File: src/rtl/ship_ram.sv
// generic single write port ram with registered read
`timescale 1ns / 1ps

module ship_ram #(
  parameter int WIDTH = 8,
  parameter int DEPTH = 16
) (
  input  logic                                  clk,
  input  logic                                  we,
  input  logic [(DEPTH > 1 ? $clog2(DEPTH) : 1)-1:0] waddr,
  input  logic [WIDTH-1:0]                      wdata,
  input  logic                                  re,
  input  logic [(DEPTH > 1 ? $clog2(DEPTH) : 1)-1:0] raddr,
  output logic [WIDTH-1:0]                      rdata
);

  logic [WIDTH-1:0] mem [DEPTH];

  always_ff @(posedge clk) begin
    if (we) begin
      mem[waddr] <= wdata;
    end
    if (re) begin
      rdata <= mem[raddr];
    end
  end

endmodule

File: config.mk
export PLATFORM = sky130hd
export DESIGN_NAME = ship_ram
export DESIGN_NICKNAME = d
export VERILOG_FILES = /design/src/rtl/ship_ram.sv
export SDC_FILE = /design/constraint.sdc
export NUM_CORES = 1
export LEC_CHECK = 0
export BUFFER_PORTS_ARGS = -buffer_cell sky130_fd_sc_hd__buf_2
export CORE_MARGIN = 4
export CORE_UTILIZATION = 50
export DETAILED_ROUTE_END_ITERATION = 8
export PLACE_DENSITY_LB_ADDON = 0.1
export SKIP_LAST_GASP = 1
export SLEW_MARGIN = 20
export SYNTH_ARGS = -nofsm -noshare
export SYNTH_HDL_FRONTEND = slang
export SYNTH_SLANG_ARGS = --single-unit
File: constraint.sdc
create_clock -name clk -period 2.83 [get_ports clk]
set_input_delay 0.566 -clock clk [delete_from_list [all_inputs] [get_ports clk]]
set_output_delay 0.566 -clock clk [all_outputs]
set_load 0.02 [all_outputs]
==> results.md, run 1 <==
- First-pass GRT wire length: 15600 microns
- Gp weighted congestion: approximately 0.74
- CP max-delay cell: mux4_2
- RSZ-0062 raised after global routing: false
- # Max-Cap Violations: 0
- Post-DRT Antenna Nets: 0
- Total grt overflow: 0
- Post-synthesis async set-or-reset flop share: 0%
- Synth cell types: 18
- Syn Area/Cell: 22.8 sq um
- Dpl cells: 399
- Post-Syn Area: approximately 5200 sq um
- H-tree depth: 4
- Hold Path Class: in -> reg
- Initial antenna violation count: 0
- Hold_buf cts: 0
- Ranking of synthesized cells by area: edfxtp_1 (78%), mux4_2 (7.8%), mux4_1 (7.0%), a22oi_1 (2.3%), nor2_1 (0.93%)
- Initial core utilization: 51.1%
- IO buf count: 26
- Setup TNS: 0 ps
- Die W: 110 microns
- Crit-path max cell delay: around 530 ps
- Crit Path Class: in -> reg
- Die area: approximately 12000 sq um
- Cells along the critical path: buf_2 > buf_12 > mux4_2 > a22oi_1 > nand2_1
- Core area: between 10000 and 15000 sq um
- # nets final: between 300 and 400
- Most used DFF post-synth: edfxtp_1
- Initial DRC Count: 171
- Setup WS post-layout: 1130 ps
- Design Area, Final: a little over 6000 sq um
- Most frequent cell after synthesis: edfxtp_1
- Dpl ws: ~600 ps
- Share of layout cells above drive strength 1: a little under a third
- Post-DR wirelength/cell: between 20 and 25 microns
- Most instantiated cells after synthesis: edfxtp_1 (136), mux4_2 (18), a22oi_1 (16)
- Post-synth top area share: between 70% and 80%
- Final wirelength: roughly 10000 microns
- Antenna Cells: 0
- Arr. time, crit path: between 1500 and 2000 ps
- Critical Path RT: 3060 ps
- Worst slew margin: about half
- Synth warn: 0
- Synth Register Bits: between 100 and 150
- Final hold slack: approximately 430 ps
- Measured slew at the worst slew-check pin: slightly below 800 ps
- Leak: 2.08 nW
- Slew Limit Fails: 0
- Detail Placement HPWL: about 6300 microns
- Syn Nets: 248
- Detailed-route DRC error count: 0
- Status: completed
- Syn Inst Count: 229
- Seq/Total Area, Yosys: between 70% and 80%
- GRT Util Overall: 19.0%
- Std-Cell Rows: 37
- Vias: around 2400
- Final setup viols: 0
- Reg area: between 4000 and 5000 sq um
- Io pins: 27
- Area after DPL: about 5600 sq um
- Clk_skew: approximately 11 ps
- Setup bufs post-CTS: 0
- Clk pin slew, worst setup/hold paths: about 60 ps
- DRT Pass-1 Iters: 5
- Clk buf depth: 2
- Layout area overhead: 17.5%
- Vias in the first global route: between 2000 and 3000
- Largest net degree at the start of global routing: 33
- Fin cells: 429
- Most area-hungry cell type in the Yosys netlist: edfxtp_1
- Fill cells: ~740
- Die Ht: ~110 microns
- Num CTS Buffers: 17
- Fin crit share: roughly three fifths
- Max Freq: 589 MHz
- CP endpoint kind: flip-flop
- Post-CTS Resized: 0
- CTS tree: built
- Maximum VDD drop: about 400 uV
- Clock latency on the worst-skew pair: between 500 and 600 ps
- Fin crit period: 1700 ps
- Post-synth EDFFs: around 140
- Clk sink count: about 140
- P per Cell Area: roughly 740 nW/um^2
- Vias per cell: ~5.7
- Fin. Hold Viols: 0
- CP Max Fanout: 32
- Crit path launch type: primary input
- Multi-input gate area: around 1100 sq um
- Root Buffer: clkbuf_8
-- stage by stage --
step | utilization [%] | power (W)
finish | 60.0 | 0.00456
global route | 60.0 | 0.00474
CTS | 60.0 | 0.00461
detailed placement | 54.6 | 0.00255
global placement | 54.6 | 0.00254
floorplan | - | 0.00245
-- path summary, 6_finish.rpt --
path | cells after the start | startpoint | endpoint | slack, ps
max | 5 | raddr[0] | rdata[7] | 1130
min | 1 | re | rdata[4] | 430
max reg2reg | 3 | mem[10][7] | rdata[7] | 1270
min reg2reg | 3 | mem[3][5] | rdata[5] | 760
-- sequential cells by signal, summed over array words and instances (netlist names) --
signal and flops:
mem 128, rdata 8
-- final cells by class --
type                       instances  area share (%)
clock buffer                      18            6.80
clock inverter                    12            2.20
multi-input combinational         83            17.2
sequential                       136            66.5
tap                              136            2.77
timing repair buffer              44            4.52
-- layer usage --
metal	track usage, %	wire (microns)	share of wire (%)	up-vias
met2	28.3	4960	49	64
met5	0	0	0	-
met1	27.9	4610	46	1288
met3	4.60	418	4.1	9
li1	-	-	-	1086
met4	6.60	87	0.86	0
-- worst max-delay path, delay by kind of cell --
kind,cells,cell delay (ps)
AND/OR/NAND/NOR,1,150
multiplexers,1,530
AO/OA/AOI/OAI,1,310
buffers and inverters,2,350
-- cells by family (layout without fill, tap and decap cells) --
group	after synthesis	in the layout	synth area share [%]
muxes	32	32	14.8
buffers and inverters	10	74	1.65
DFF	136	136	78.1
AOI/OAI and AO/OA	16	16	2.30
and+or+nand+nor	35	35	3.14
-- where the power goes --
| part | total, W | internal [W] | switching [W] |
|---|---|---|---|
| Sequential | 0.00228 | 0.00227 | 0.0000106 |
| Combinational | 0.000220 | 0.0000872 | 0.000132 |
| Clock | 0.00206 | 0.00131 | 0.000749 |
| Total | 0.00456 | 0.00367 | 0.000892 |
-- cells in the final DEF, fill, tap and decap left out, types with 2 or more instances in the layout --
cell | Yosys | layout
mux4_2 | 18 | 18
clkinv_1 | 0 | 2
nor3_1 | 4 | 4
a22oi_1 | 16 | 16
nor2_1 | 13 | 13
buf_4 | 1 | 17
nand2_1 | 9 | 9
buf_2 | 3 | 26
nand2b_1 | 2 | 2
bufinv_16 | 0 | 3
clkbuf_16 | 0 | 16
mux4_1 | 14 | 14
clkinv_2 | 0 | 6
nand3b_1 | 2 | 2
edfxtp_1 | 136 | 136
No activity file was read; power rests on OpenSTA's default activity.
==> run 2: changes to the inputs <==
==> constraint.sdc (replaced) <==
create_clock -name clk -period 1.51 [get_ports clk]
set_input_delay 0.302 -clock clk [delete_from_list [all_inputs] [get_ports clk]]
set_output_delay 0.302 -clock clk [all_outputs]
set_load 0.02 [all_outputs]
==> results.md, run 2 (synthesized netlist as in run 1, its figures left out) <==
- R2R Path Start: mem[11][3]
- Initial core utilization: between 50 and 60%
- Final setup viols: 0
- Maximum VDD drop: between 600 and 700 uV
- H-tree depth: 4
- Status: completed
- Most frequent cells in the layout: edfxtp_1 (136), buf_4 (33), mux4_2 (31)
- Commonest non-fill, non-tap cell in the layout: edfxtp_1
- Dpl cells: ~420
- Layout area overhead: 22.1%
- Reg with most FFs: mem
- Post-DRT Antenna Nets: 0
- Std-Cell Rows: 37
- Sw Ratio: 19.0%
- Critical Path RT: around 1800 ps
- Detail Placement HPWL: 6730 microns
- Post-DR wirelength/cell: between 20 and 25 microns
- Clk pin slew, worst setup/hold paths: around 60 ps
- Max reg flops: between 100 and 150
- Fin cells: between 400 and 500
- Vias per cell: around 5.5
- Measured slew at the worst slew-check pin: around 700 ps
- Initial antenna violation count: 0
- Die Ht: between 100 and 150 microns
- Fin. Hold Viols: 0
- Io pins: 27
- Antenna Cells: 0
- Power share of the combinational group: 5.4%
- Initial DRC Count: around 130
- Design Area, Final: 6380 sq um
- Setup TNS: 0 ps
- Clk_skew: 7.12 ps
- Vias: ~2500
- Area after DPL: slightly below 6000 sq um
- Die W: 110 microns
- Crit path launch type: flip-flop
- Leak: about 2.2 nW
- Largest regs: mem (128), rdata (8)
- Largest net degree at the start of global routing: 18
- Detailed-route DRC error count: 0
- Reg2reg path depth: 3
- # Max-Cap Violations: 0
- Share of layout cells above drive strength 1: about 40%
- First-pass GRT wire length: 15300 microns
- DRT Pass-1 Iters: 4
- Num CTS Buffers: 17
- Core area: around 10000 sq um
- Clk buf depth: 2
- P_int: about 0.0071 W
- Final wirelength: about 9800 microns
- Arr. time, crit path: approximately 1700 ps
- Root Buffer: clkbuf_8
- Die area: approximately 12000 sq um
- Vias in the first global route: approximately 2600
- Overall power: between 0.008 and 0.009 W
- GRT Util Overall: 18.4%
- Max Freq: between 600 and 700 MHz
- Fin crit share: 97.0%
- Hold Path Class: in -> reg
- # nets final: 323
- P per Cell Area: roughly 1400 nW/um^2
- CTS tree: built
- Crit path from: mem[11][3]
- Seq pwr share: approximately 49%
- Clk sink count: roughly 140
- R2r endpoint: rdata[3]
- RSZ-0062 raised after global routing: false
- Worst slew margin: 52.0%
- FF-to-FF setup slack: about 45 ps
- CP endpoint: rdata[3]
- Slew Limit Fails: 0
- Crit Path Class: reg -> reg
- CP Max Fanout: 1
- CP endpoint kind: flip-flop
- IO buf count: 26
- Clk network pwr share: approximately 46%
- Gp weighted congestion: around 0.75
- Total grt overflow: 0
- Final design utilization: 62.4%
- Fin crit period: between 1000 and 1500 ps
- Clock latency on the worst-skew pair: 520 ps
- P_sw: 0.00167 W
-- run 2: changes by cell type in the layout (fill, tap and decap cells not counted), sizes merged --
cell	delta
clkinv	-1
buf	+22
bufinv	+1
clkbuf	+2
-- run 2: how the worst min path moves through the flow --
| stage | from | end | slack [ps] | cells after the start |
|---|---|---|---|---|
| floorplan | wdata[0] | mem[0][0] | 400 | 0 |
| global placement | wdata[1] | mem[4][1] | 700 | 1 |
| detailed placement | re | rdata[2] | 700 | 1 |
| CTS | wdata[6] | mem[7][6] | 150 | 1 |
| global route | re | rdata[7] | 160 | 1 |
| finish | re | rdata[7] | 170 | 1 |
-- run 2: cell type report --
class | count | area, sq um
clock buffer | 20 | 425
multi-input combinational | 83 | 1030
fill | 721 | 3850
sequential | 136 | 4080
tap | 136 | 170
clock inverter | 12 | 156
timing repair buffer | 66 | 518
-- run 2: routing by layer --
metal | vias up | global-route usage, % | part of all wire (%)
li1 | 1121 | - | -
met1 | 1272 | 25.9 | 45
met2 | 64 | 28.3 | 49
met3 | 16 | 4.25 | 5.2
met4 | 0 | 7.39 | 1.2
met5 | - | 0 | 0
-- run 2: timing repair --
| action | 4_1_cts | 5_1_grt |
|---|---|---|
| hold buffers | 0 | 0 |
| setup endpoints to repair | 0 | 3 |
| buffers inserted | 0 | 0 |
| gates resized for setup | 0 | 3 |
-- run 2: through the flow --
step	hold slack, ps	setup WS, ps
final	170	45.0
after CTS	149	33.4
after floorplan	401	-58.1
after global placement	695	-387
after detailed placement	697	-391
after global routing	156	5.50
-- run 2: power groups by stage --
| stage | Sequential [W] | Combinational [W] | Clock, W |
|---|---|---|---|
| 2_1_floorplan | 0.00437 | 0.000234 | 0 |
| 3_3_place_gp | 0.00435 | 0.000470 | 0 |
| 3_5_place_dp | 0.00436 | 0.000475 | 0 |
| 4_1_cts | 0.00428 | 0.000476 | 0.00410 |
| 5_1_grt | 0.00428 | 0.000517 | 0.00429 |
| 6_report | 0.00428 | 0.000473 | 0.00404 |
-- run 2: critical path, cell delays in order, from the launching register on --
cell and delay (ps):
edfxtp_1 350, mux4_2 470, a22oi_1 300, nand2_1 80
