**src/rtl/ship_mod_reduce.sv**
```systemverilog
// remainder by a constant: reciprocal multiply, then one compare and subtract
`timescale 1ns / 1ps

module ship_mod_reduce #(
  parameter int IN_W    = 11,
  parameter int DIVISOR = 2048
) (
  input  logic                                        clk,
  input  logic                                        rst,
  input  logic                                        start,
  input  logic [IN_W-1:0]                             value,
  output logic                                        done,
  output logic [(DIVISOR > 1 ? $clog2(DIVISOR) : 1)-1:0] result
);

  localparam int OUT_W = DIVISOR > 1 ? $clog2(DIVISOR) : 1;
  localparam int DW    = $clog2(DIVISOR + 1);
  localparam int W     = IN_W > DW ? IN_W : DW;
  localparam int MW    = IN_W + 1;
  localparam int PW    = IN_W + MW;
  localparam int QDW   = W + MW;
  // floor(2^IN_W / DIVISOR) leaves the quotient at most one short
  localparam int RECIP = (1 << IN_W) / DIVISOR;

  logic              stage_a;
  logic [IN_W-1:0]   val_a;
  logic [MW-1:0]     quo_a;
  logic [PW-1:0]     prod;
  logic [QDW-1:0]    qd;
  logic [W-1:0]      rem_est;
  logic [W-1:0]      rem_fix;

  assign prod    = PW'(value) * PW'(RECIP);
  assign qd      = QDW'(quo_a) * QDW'(DIVISOR);
  assign rem_est = W'(val_a) - qd[W-1:0];
  assign rem_fix = (rem_est >= W'(DIVISOR)) ? rem_est - W'(DIVISOR) : rem_est;

  always_ff @(posedge clk) begin
    if (rst) begin
      stage_a <= 1'b0;
      done    <= 1'b0;
    end else begin
      stage_a <= start;
      done    <= stage_a;
    end
  end

  always_ff @(posedge clk) begin
    if (start) begin
      val_a <= value;
      quo_a <= prod[PW-1:IN_W];
    end
    if (stage_a) begin
      result <= rem_fix[OUT_W-1:0];
    end
  end

endmodule

```
**config.mk**
```make
export PLATFORM = sky130hd
export DESIGN_NAME = ship_mod_reduce
export DESIGN_NICKNAME = d
export VERILOG_FILES = /design/src/rtl/ship_mod_reduce.sv
export SDC_FILE = /design/constraint.sdc
export NUM_CORES = 1
export LEC_CHECK = 0
export BUFFER_PORTS_ARGS = -buffer_cell sky130_fd_sc_hd__buf_2
export CORE_AREA = 8 8 52 54
export DETAILED_ROUTE_END_ITERATION = 16
export DIE_AREA = 0 0 60 62
export GPL_TIMING_DRIVEN = 0
export PLACE_DENSITY = 0.72
export SLEW_MARGIN = 5
export SYNTH_ARGS = -nofsm -noshare
export SYNTH_HDL_FRONTEND = slang
export SYNTH_SLANG_ARGS = --single-unit
```
**constraint.sdc**
```tcl
create_clock -name clk -period 1.15 [get_ports clk]
set_input_delay 0.115 -clock clk [delete_from_list [all_inputs] [get_ports clk]]
set_output_delay 0.115 -clock clk [all_outputs]
set_load 0.01 [all_outputs]
```
==> metrics.md, run 1 <==
| Metric | Value |
|---|---|
| R2r startpoint | `stage_a$_SDFF_PP0_` |
| Site Rows | `16` |
| Syn Std Cell Area | `about 710 µm²` |
| Instance area at placement | `~870 µm²` |
| P_leak | `approximately 0.40 nW` |
| I/O Pins | `26` |
| DR vias | `roughly 360` |
| Register bit total from synthesis | `24` |
| Vias in the first global route | `368` |
| Largest net degree at the start of global routing | `14` |
| R2r setup slk | `between 0.2 and 0.25 ns` |
| Hold Path Class | `in -> reg` |
| ANT cells | `0` |
| Post-Syn Nets | `40` |
| WL per Instance | `about 11 µm` |
| FF-to-FF path depth | `0` |
| Total routed wirelength | `slightly above 1000 µm` |
| DIE AREA | `~3700 µm²` |
| DRT Pass-1 Iters | `3` |
| First-pass GRT wire length | `1500 µm` |
| GRT overflow | `0` |
| Die X | `about 60 µm` |
| Worst R2R End | `result[10]$_DFFE_PP_` |
| Top cell type's share of synthesized area | `slightly above 90%` |
| Number of vias per cell | `between 3 and 4` |
| Max cap viols | `0` |
| Port Buffer Count | `25` |
| Register clock-pin slew on the reported worst setup and hold paths | `0.11 ns` |
| Worst Setup End Kind | `register` |
| Synthesis Warnings | `0` |
| Cell taking the most area after synthesis | `edfxtp_1` |
| Root Buffer | `clkbuf_4` |
| Total Neg Setup Slack | `0 ns` |
| Post-synth cell types | `3` |
| Gp weighted congestion | `~0.7` |
| Critical Path Sink | `result[10]$_DFFE_PP_` |
| Post-CTS sizing | `0` |
| Min Clock Period, post-route | `around 0.94 ns` |
| Status | `completed` |
| Critical path launch point type | `register` |
| Max Clk Rate | `roughly 1.1 GHz` |
| Total core area | `around 1900 µm²` |
| Nets | `slightly above 80` |
| Chip height | `between 60 and 70 µm` |
| Fin. Hold Viols | `0` |
| Initial core utilization | `between 30% and 40%` |
| H-tree depth | `1` |
| Unrepaired setup endpoints after global routing | `no` |
| Worst rel slew slack | `a little under three quarters` |
| Antenna violations before repair | `0` |
| Clock skew | `roughly 0.0037 ns` |
| Cell area after layout | `slightly above 1000 µm²` |
| Place WS | `approximately 0.21 ns` |
| Syn_area_per_cell | `around 27 µm²` |
| Crit path depth | `0` |
| Pwr Density | `1470 nW/µm²` |
| Share of cells above drive strength 1 | `between 40% and 50%` |
| Crit path kind | `reg -> reg` |
| Worst Tran Pin Value | `about 0.43 ns` |
| Period utilisation layout | `between 80% and 90%` |
| Setup ws final | `0.212 ns` |
| ANT nets after route | `0` |
| Final Util | `approximately 54%` |
| CTS Sinks | `24` |
| Final Setup Violations | `0` |
| FILL cells | `163` |
| Crit path launch | `stage_a$_SDFF_PP0_` |
| Slew Viols, Final | `0` |
| Peak supply drop | `0.000538 V` |
| CP Data Arrival Time | `0.90 ns` |
| Top post-synthesis cells by area | `edfxtp_1 (93%), dfxtp_1 (5.6%), nor2b_1 (1.8%)` |
| Synth Instances | `26` |
| DRC Markers | `0` |
| CTS tree | `built` |
| WHS | `around 0.18 ns` |
| P&R area growth vs syn | `42.8%` |
| Max Root-Sink Buffers | `2` |
| CTS buffer count | `3` |
| Iteration-0 DRC Markers | `5` |
| Overall routing resource usage | `under 10%` |
| Worst-skew pair later-pin latency | `a little under 0.3 ns` |
| Worst-path fanout max | `12` |
| Sequential area share after synthesis | `between 90% and 100%` |
| CP Data Required Time | `around 1.1 ns` |
-- routing by layer --
metal | share of wire [%] | vias to the layer above | GRT usage, %
li1 | - | 183 | -
met3 | 11 | 4 | 2.06
met5 | 0 | - | 0
met1 | 35 | 149 | 4.45
met2 | 48 | 19 | 10.5
met4 | 6.1 | 0 | 10.2
-- power by group --
group	switching, mW	total [mW]	leakage [nW]	internal, mW
combinational	0.0438	0.106	0.154	0.0624
clock	0.211	0.346	0.0150	0.135
sequential	0.0176	1.04	0.227	1.02
total	0.273	1.49	0.397	1.22
-- cell type report --
class                   instances  area (µm²)  share of cell area [%]
clock buffers                   4        26.3                    2.58
multi-input cells               2        12.5                    1.23
flip-flops and latches         24         701                    68.8
well taps                      27        33.8                    3.32
repair buffers                 37         245                    24.1
-- sequential cells by signal, indices dropped and copies added (netlist names) --
| register | count |
|---|---|
| result | 11 |
| done | 1 |
| stage_a | 1 |
| val_a | 11 |
-- layout by cell type (no fill, tap or decap) --
| cell | Yosys | layout |
|---|---|---|
| edfxtp_1 | 22 | 22 |
| clkbuf_1 | 0 | 1 |
| dlygate4sd3_1 | 0 | 12 |
| dfxtp_1 | 2 | 2 |
| buf_2 | 0 | 25 |
| nor2b_1 | 2 | 2 |
| clkbuf_4 | 0 | 3 |
-- worst min path at each step --
stage	startpoint	endpoint	slack (ns)	depth (start not counted)
after CTS	start	val_a[7]$_DFFE_PP_	0.18	1
after floorplan	rst	done$_SDFF_PP0_	0.19	1
after global placement	rst	stage_a$_SDFF_PP0_	0.29	2
after detailed placement	value[9]	val_a[9]$_DFFE_PP_	0.29	1
final	start	stage_a$_SDFF_PP0_	0.18	2
after global routing	start	val_a[7]$_DFFE_PP_	0.17	1
-- cells in the mapped netlist --
| cell type | instances |
|---|---|
| edfxtp_1 | 22 |
| nor2b_1 | 2 |
| dfxtp_1 | 2 |
-- metrics by stage --
step / std cells / total power, mW
6_report: 94 / 1.49
5_1_grt: 94 / 1.56
4_1_cts: 94 / 1.51
3_5_place_dp: 78 / 1.14
3_3_place_gp: 78 / 1.14
2_1_floorplan: 26 / 1.08
-- what timing repair did --
action | CTS | global route
setup endpoints to repair | 0 | 0
hold buffers | 12 | 0
endpoints found under the hold margin | 13 | 0
setup buffers | 0 | 0
-- logic make-up (layout without fill, tap and decap cells) --
kind of cell / count (synthesis) / after routing / share of synthesized area (%)
DFF: 24 / 24 / 98.2
buffers and inverters: 0 / 41 / 0
and+or+nand+nor: 2 / 2 / 1.75
Power figures use the tool's default switching activity.
==> run 2: changes to the inputs <==
==> constraint.sdc (replaced) <==
create_clock -name clk -period 0.9 [get_ports clk]
set_input_delay 0.09 -clock clk [delete_from_list [all_inputs] [get_ports clk]]
set_output_delay 0.09 -clock clk [all_outputs]
set_load 0.01 [all_outputs]
==> metrics.md, run 2 (synthesis results as in run 1) <==
| Metric | Value |
|---|---|
| Crit path kind | `reg -> out (was reg -> reg)` |
| Worst Tran Pin Value | `0.236 ns (was 0.434 ns)` |
| Most frequent cells in the layout | `buf_2 (25), edfxtp_1 (22), dlygate4sd3_1 (12) (unchanged)` |
| CTS Sinks | `24 (unchanged)` |
| CP Data Arrival Time | `0.81 ns (was 0.90 ns)` |
| Total routed wirelength | `1040 µm (about the same)` |
| Fin. Hold Viols | `0 (unchanged)` |
| Peak supply drop | `0.000688 V (was 0.000538 V)` |
| Pwr Density | `1870 nW/µm² (was 1470 nW/µm²)` |
| Max Clk Rate | `~1.1 GHz` |
| Worst rel slew slack | `84.3% (was 71.1%)` |
| Comb pwr share | `7.1% (about the same)` |
| Share of cells above drive strength 1 | `43.3% (was 41.8%)` |
| First-pass GRT wire length | `1500 µm (unchanged)` |
| NetSw | `0.348 mW (was 0.273 mW)` |
| WL per Instance | `11.0 µm (about the same)` |
| Total core area | `1900 µm² (unchanged)` |
| Nets | `82 (unchanged)` |
| Worst path slowest cell | `edfxtp_1` |
| P&R area growth vs syn | `43.0% (was 42.8%)` |
| Port Buffer Count | `25 (unchanged)` |
| Commonest non-fill, non-tap cell in the layout | `buf_2 (unchanged)` |
| Power Total | `1.91 mW (was 1.49 mW)` |
| Largest net degree at the start of global routing | `14 (unchanged)` |
| Gp weighted congestion | `0.685 (unchanged)` |
| GRT overflow | `0 (unchanged)` |
| Worst Setup End Kind | `output pin (was register)` |
| Register clock-pin slew on the reported worst setup and hold paths | `0.11 ns (about the same)` |
| Placed Cells | `78 (unchanged)` |
| Critical path launch point type | `register (unchanged)` |
| Failing checks | `setup timing` |
| Top Registers | `result: 11 flops, val_a: 11 flops (unchanged)` |
| Site Rows | `16 (unchanged)` |
| ANT nets after route | `0 (unchanged)` |
| Internal power | `1.56 mW (was 1.22 mW)` |
| Sequential Power Share | `69.7% (about the same)` |
| H-tree depth | `1 (unchanged)` |
| Status | `finished with violations (was completed)` |
| Antenna violations before repair | `0 (unchanged)` |
| Min Clock Period, post-route | `0.902 ns` |
| Hold Path Class | `in -> reg (unchanged)` |
| Instance area at placement | `872 µm² (unchanged)` |
| Unrepaired setup endpoints after global routing | `yes (was no)` |
| Clock skew | `0.00388 ns (was 0.00371 ns)` |
| Post-Layout Cell Count | `94 (unchanged)` |
| Vias in the first global route | `368 (unchanged)` |
| Number of vias per cell | `3.78 (unchanged)` |
| Root Buffer | `clkbuf_4 (unchanged)` |
| ANT cells | `0 (unchanged)` |
| Initial core utilization | `37.5% (unchanged)` |
| I/O Pins | `26 (unchanged)` |
| Setup ws final | `-0.00188 ns (was 0.212 ns)` |
| Period utilisation layout | `100%` |
| Crit path cell chain | `buf_2` |
| DRT Pass-1 Iters | `3 (unchanged)` |
| Final Setup Violations | `2 (was 0)` |
| CTS tree | `built (unchanged)` |
| CTS buffer count | `3 (unchanged)` |
| Max Root-Sink Buffers | `2 (unchanged)` |
| DIE AREA | `3720 µm² (unchanged)` |
| DRC Markers | `0 (unchanged)` |
| Chip height | `62 µm (unchanged)` |
| DR vias | `355 (unchanged)` |
| Cell area after layout | `1020 µm² (about the same)` |
| Worst path bufs/invs | `1` |
| Worst-path fanout max | `1 (was 12)` |
| Die X | `60 µm (unchanged)` |
| Max cap viols | `0 (unchanged)` |
| Clock share of power | `23.2% (about the same)` |
| Overall routing resource usage | `6.25% (unchanged)` |
| Iteration-0 DRC Markers | `5 (unchanged)` |
| Slew Viols, Final | `0 (unchanged)` |
| P_leak | `0.397 nW (about the same)` |
| Total Neg Setup Slack | `-0.00349 ns (was 0 ns)` |
| CP top delay family | `flip-flops` |
| Critical path's largest stage delay | `0.38 ns` |
| Sw frac | `18.2% (was 18.3%)` |
| Worst-skew pair later-pin latency | `0.29 ns (about the same)` |
| CP Data Required Time | `0.81 ns (was 1.11 ns)` |
run 2: changes by cell type in the layout (fill, tap and decap cells not counted):
cell,before,now
dfxtp_1,2,1
dfxtp_2,0,1
run 2: area by class of cell:
| class | count | area, µm² |
|---|---|---|
| flip-flops and latches | 24 | 702 |
| clock buffers | 4 | 26.3 |
| fillers | 162 | 882 |
| repair buffers | 37 | 245 |
| well taps | 27 | 33.8 |
| multi-input cells | 2 | 12.5 |
run 2: what timing repair did:
action                                  in CTS  in global routing
setup buffers                                0                  0
hold buffers                                12                  0
endpoints found under the setup margin      21                 11
resized for setup                            1                  0
endpoints found under the hold margin       13                  0
run 2: metrics by stage:
step	hold slack [ns]	setup slack, ns	util (%)
CTS	0.148	-0.0200	53.6
global placement	0.266	-0.0245	45.9
finish	0.150	-0.00188	53.6
detailed placement	0.268	-0.0378	45.9
floorplan	0.162	0.0340	-
global route	0.148	-0.0649	53.6
run 2: power by group through the flow:
| stage | Combinational, mW | Clock [mW] | Sequential [mW] |
|---|---|---|---|
| floorplan | 0.00266 | 0 | 1.38 |
| global placement | 0.0955 | 0 | 1.36 |
| detailed placement | 0.0971 | 0 | 1.36 |
| CTS | 0.138 | 0.456 | 1.33 |
| global route | 0.147 | 0.505 | 1.34 |
| finish | 0.136 | 0.442 | 1.33 |
run 2: per-layer routing:
layer | global-route usage [%] | vias up | wire, µm
li1 | - | 183 | -
met1 | 4.45 | 149 | 367
met2 | 10.5 | 19 | 494
met3 | 2.06 | 4 | 111
met4 | 10.2 | 0 | 63
met5 | 0 | - | 0
run 2: final timing paths:
path	slack, ns	cells past startpoint	startpoint	end
max reg2reg	0.12	0	stage_a$_SDFF_PP0_	result[10]$_DFFE_PP_
min reg2reg	0.43	0	val_a[9]$_DFFE_PP_	result[9]$_DFFE_PP_
min	0.15	2	start	stage_a$_SDFF_PP0_
max	-0.002	1	result[9]$_DFFE_PP_	result[9]
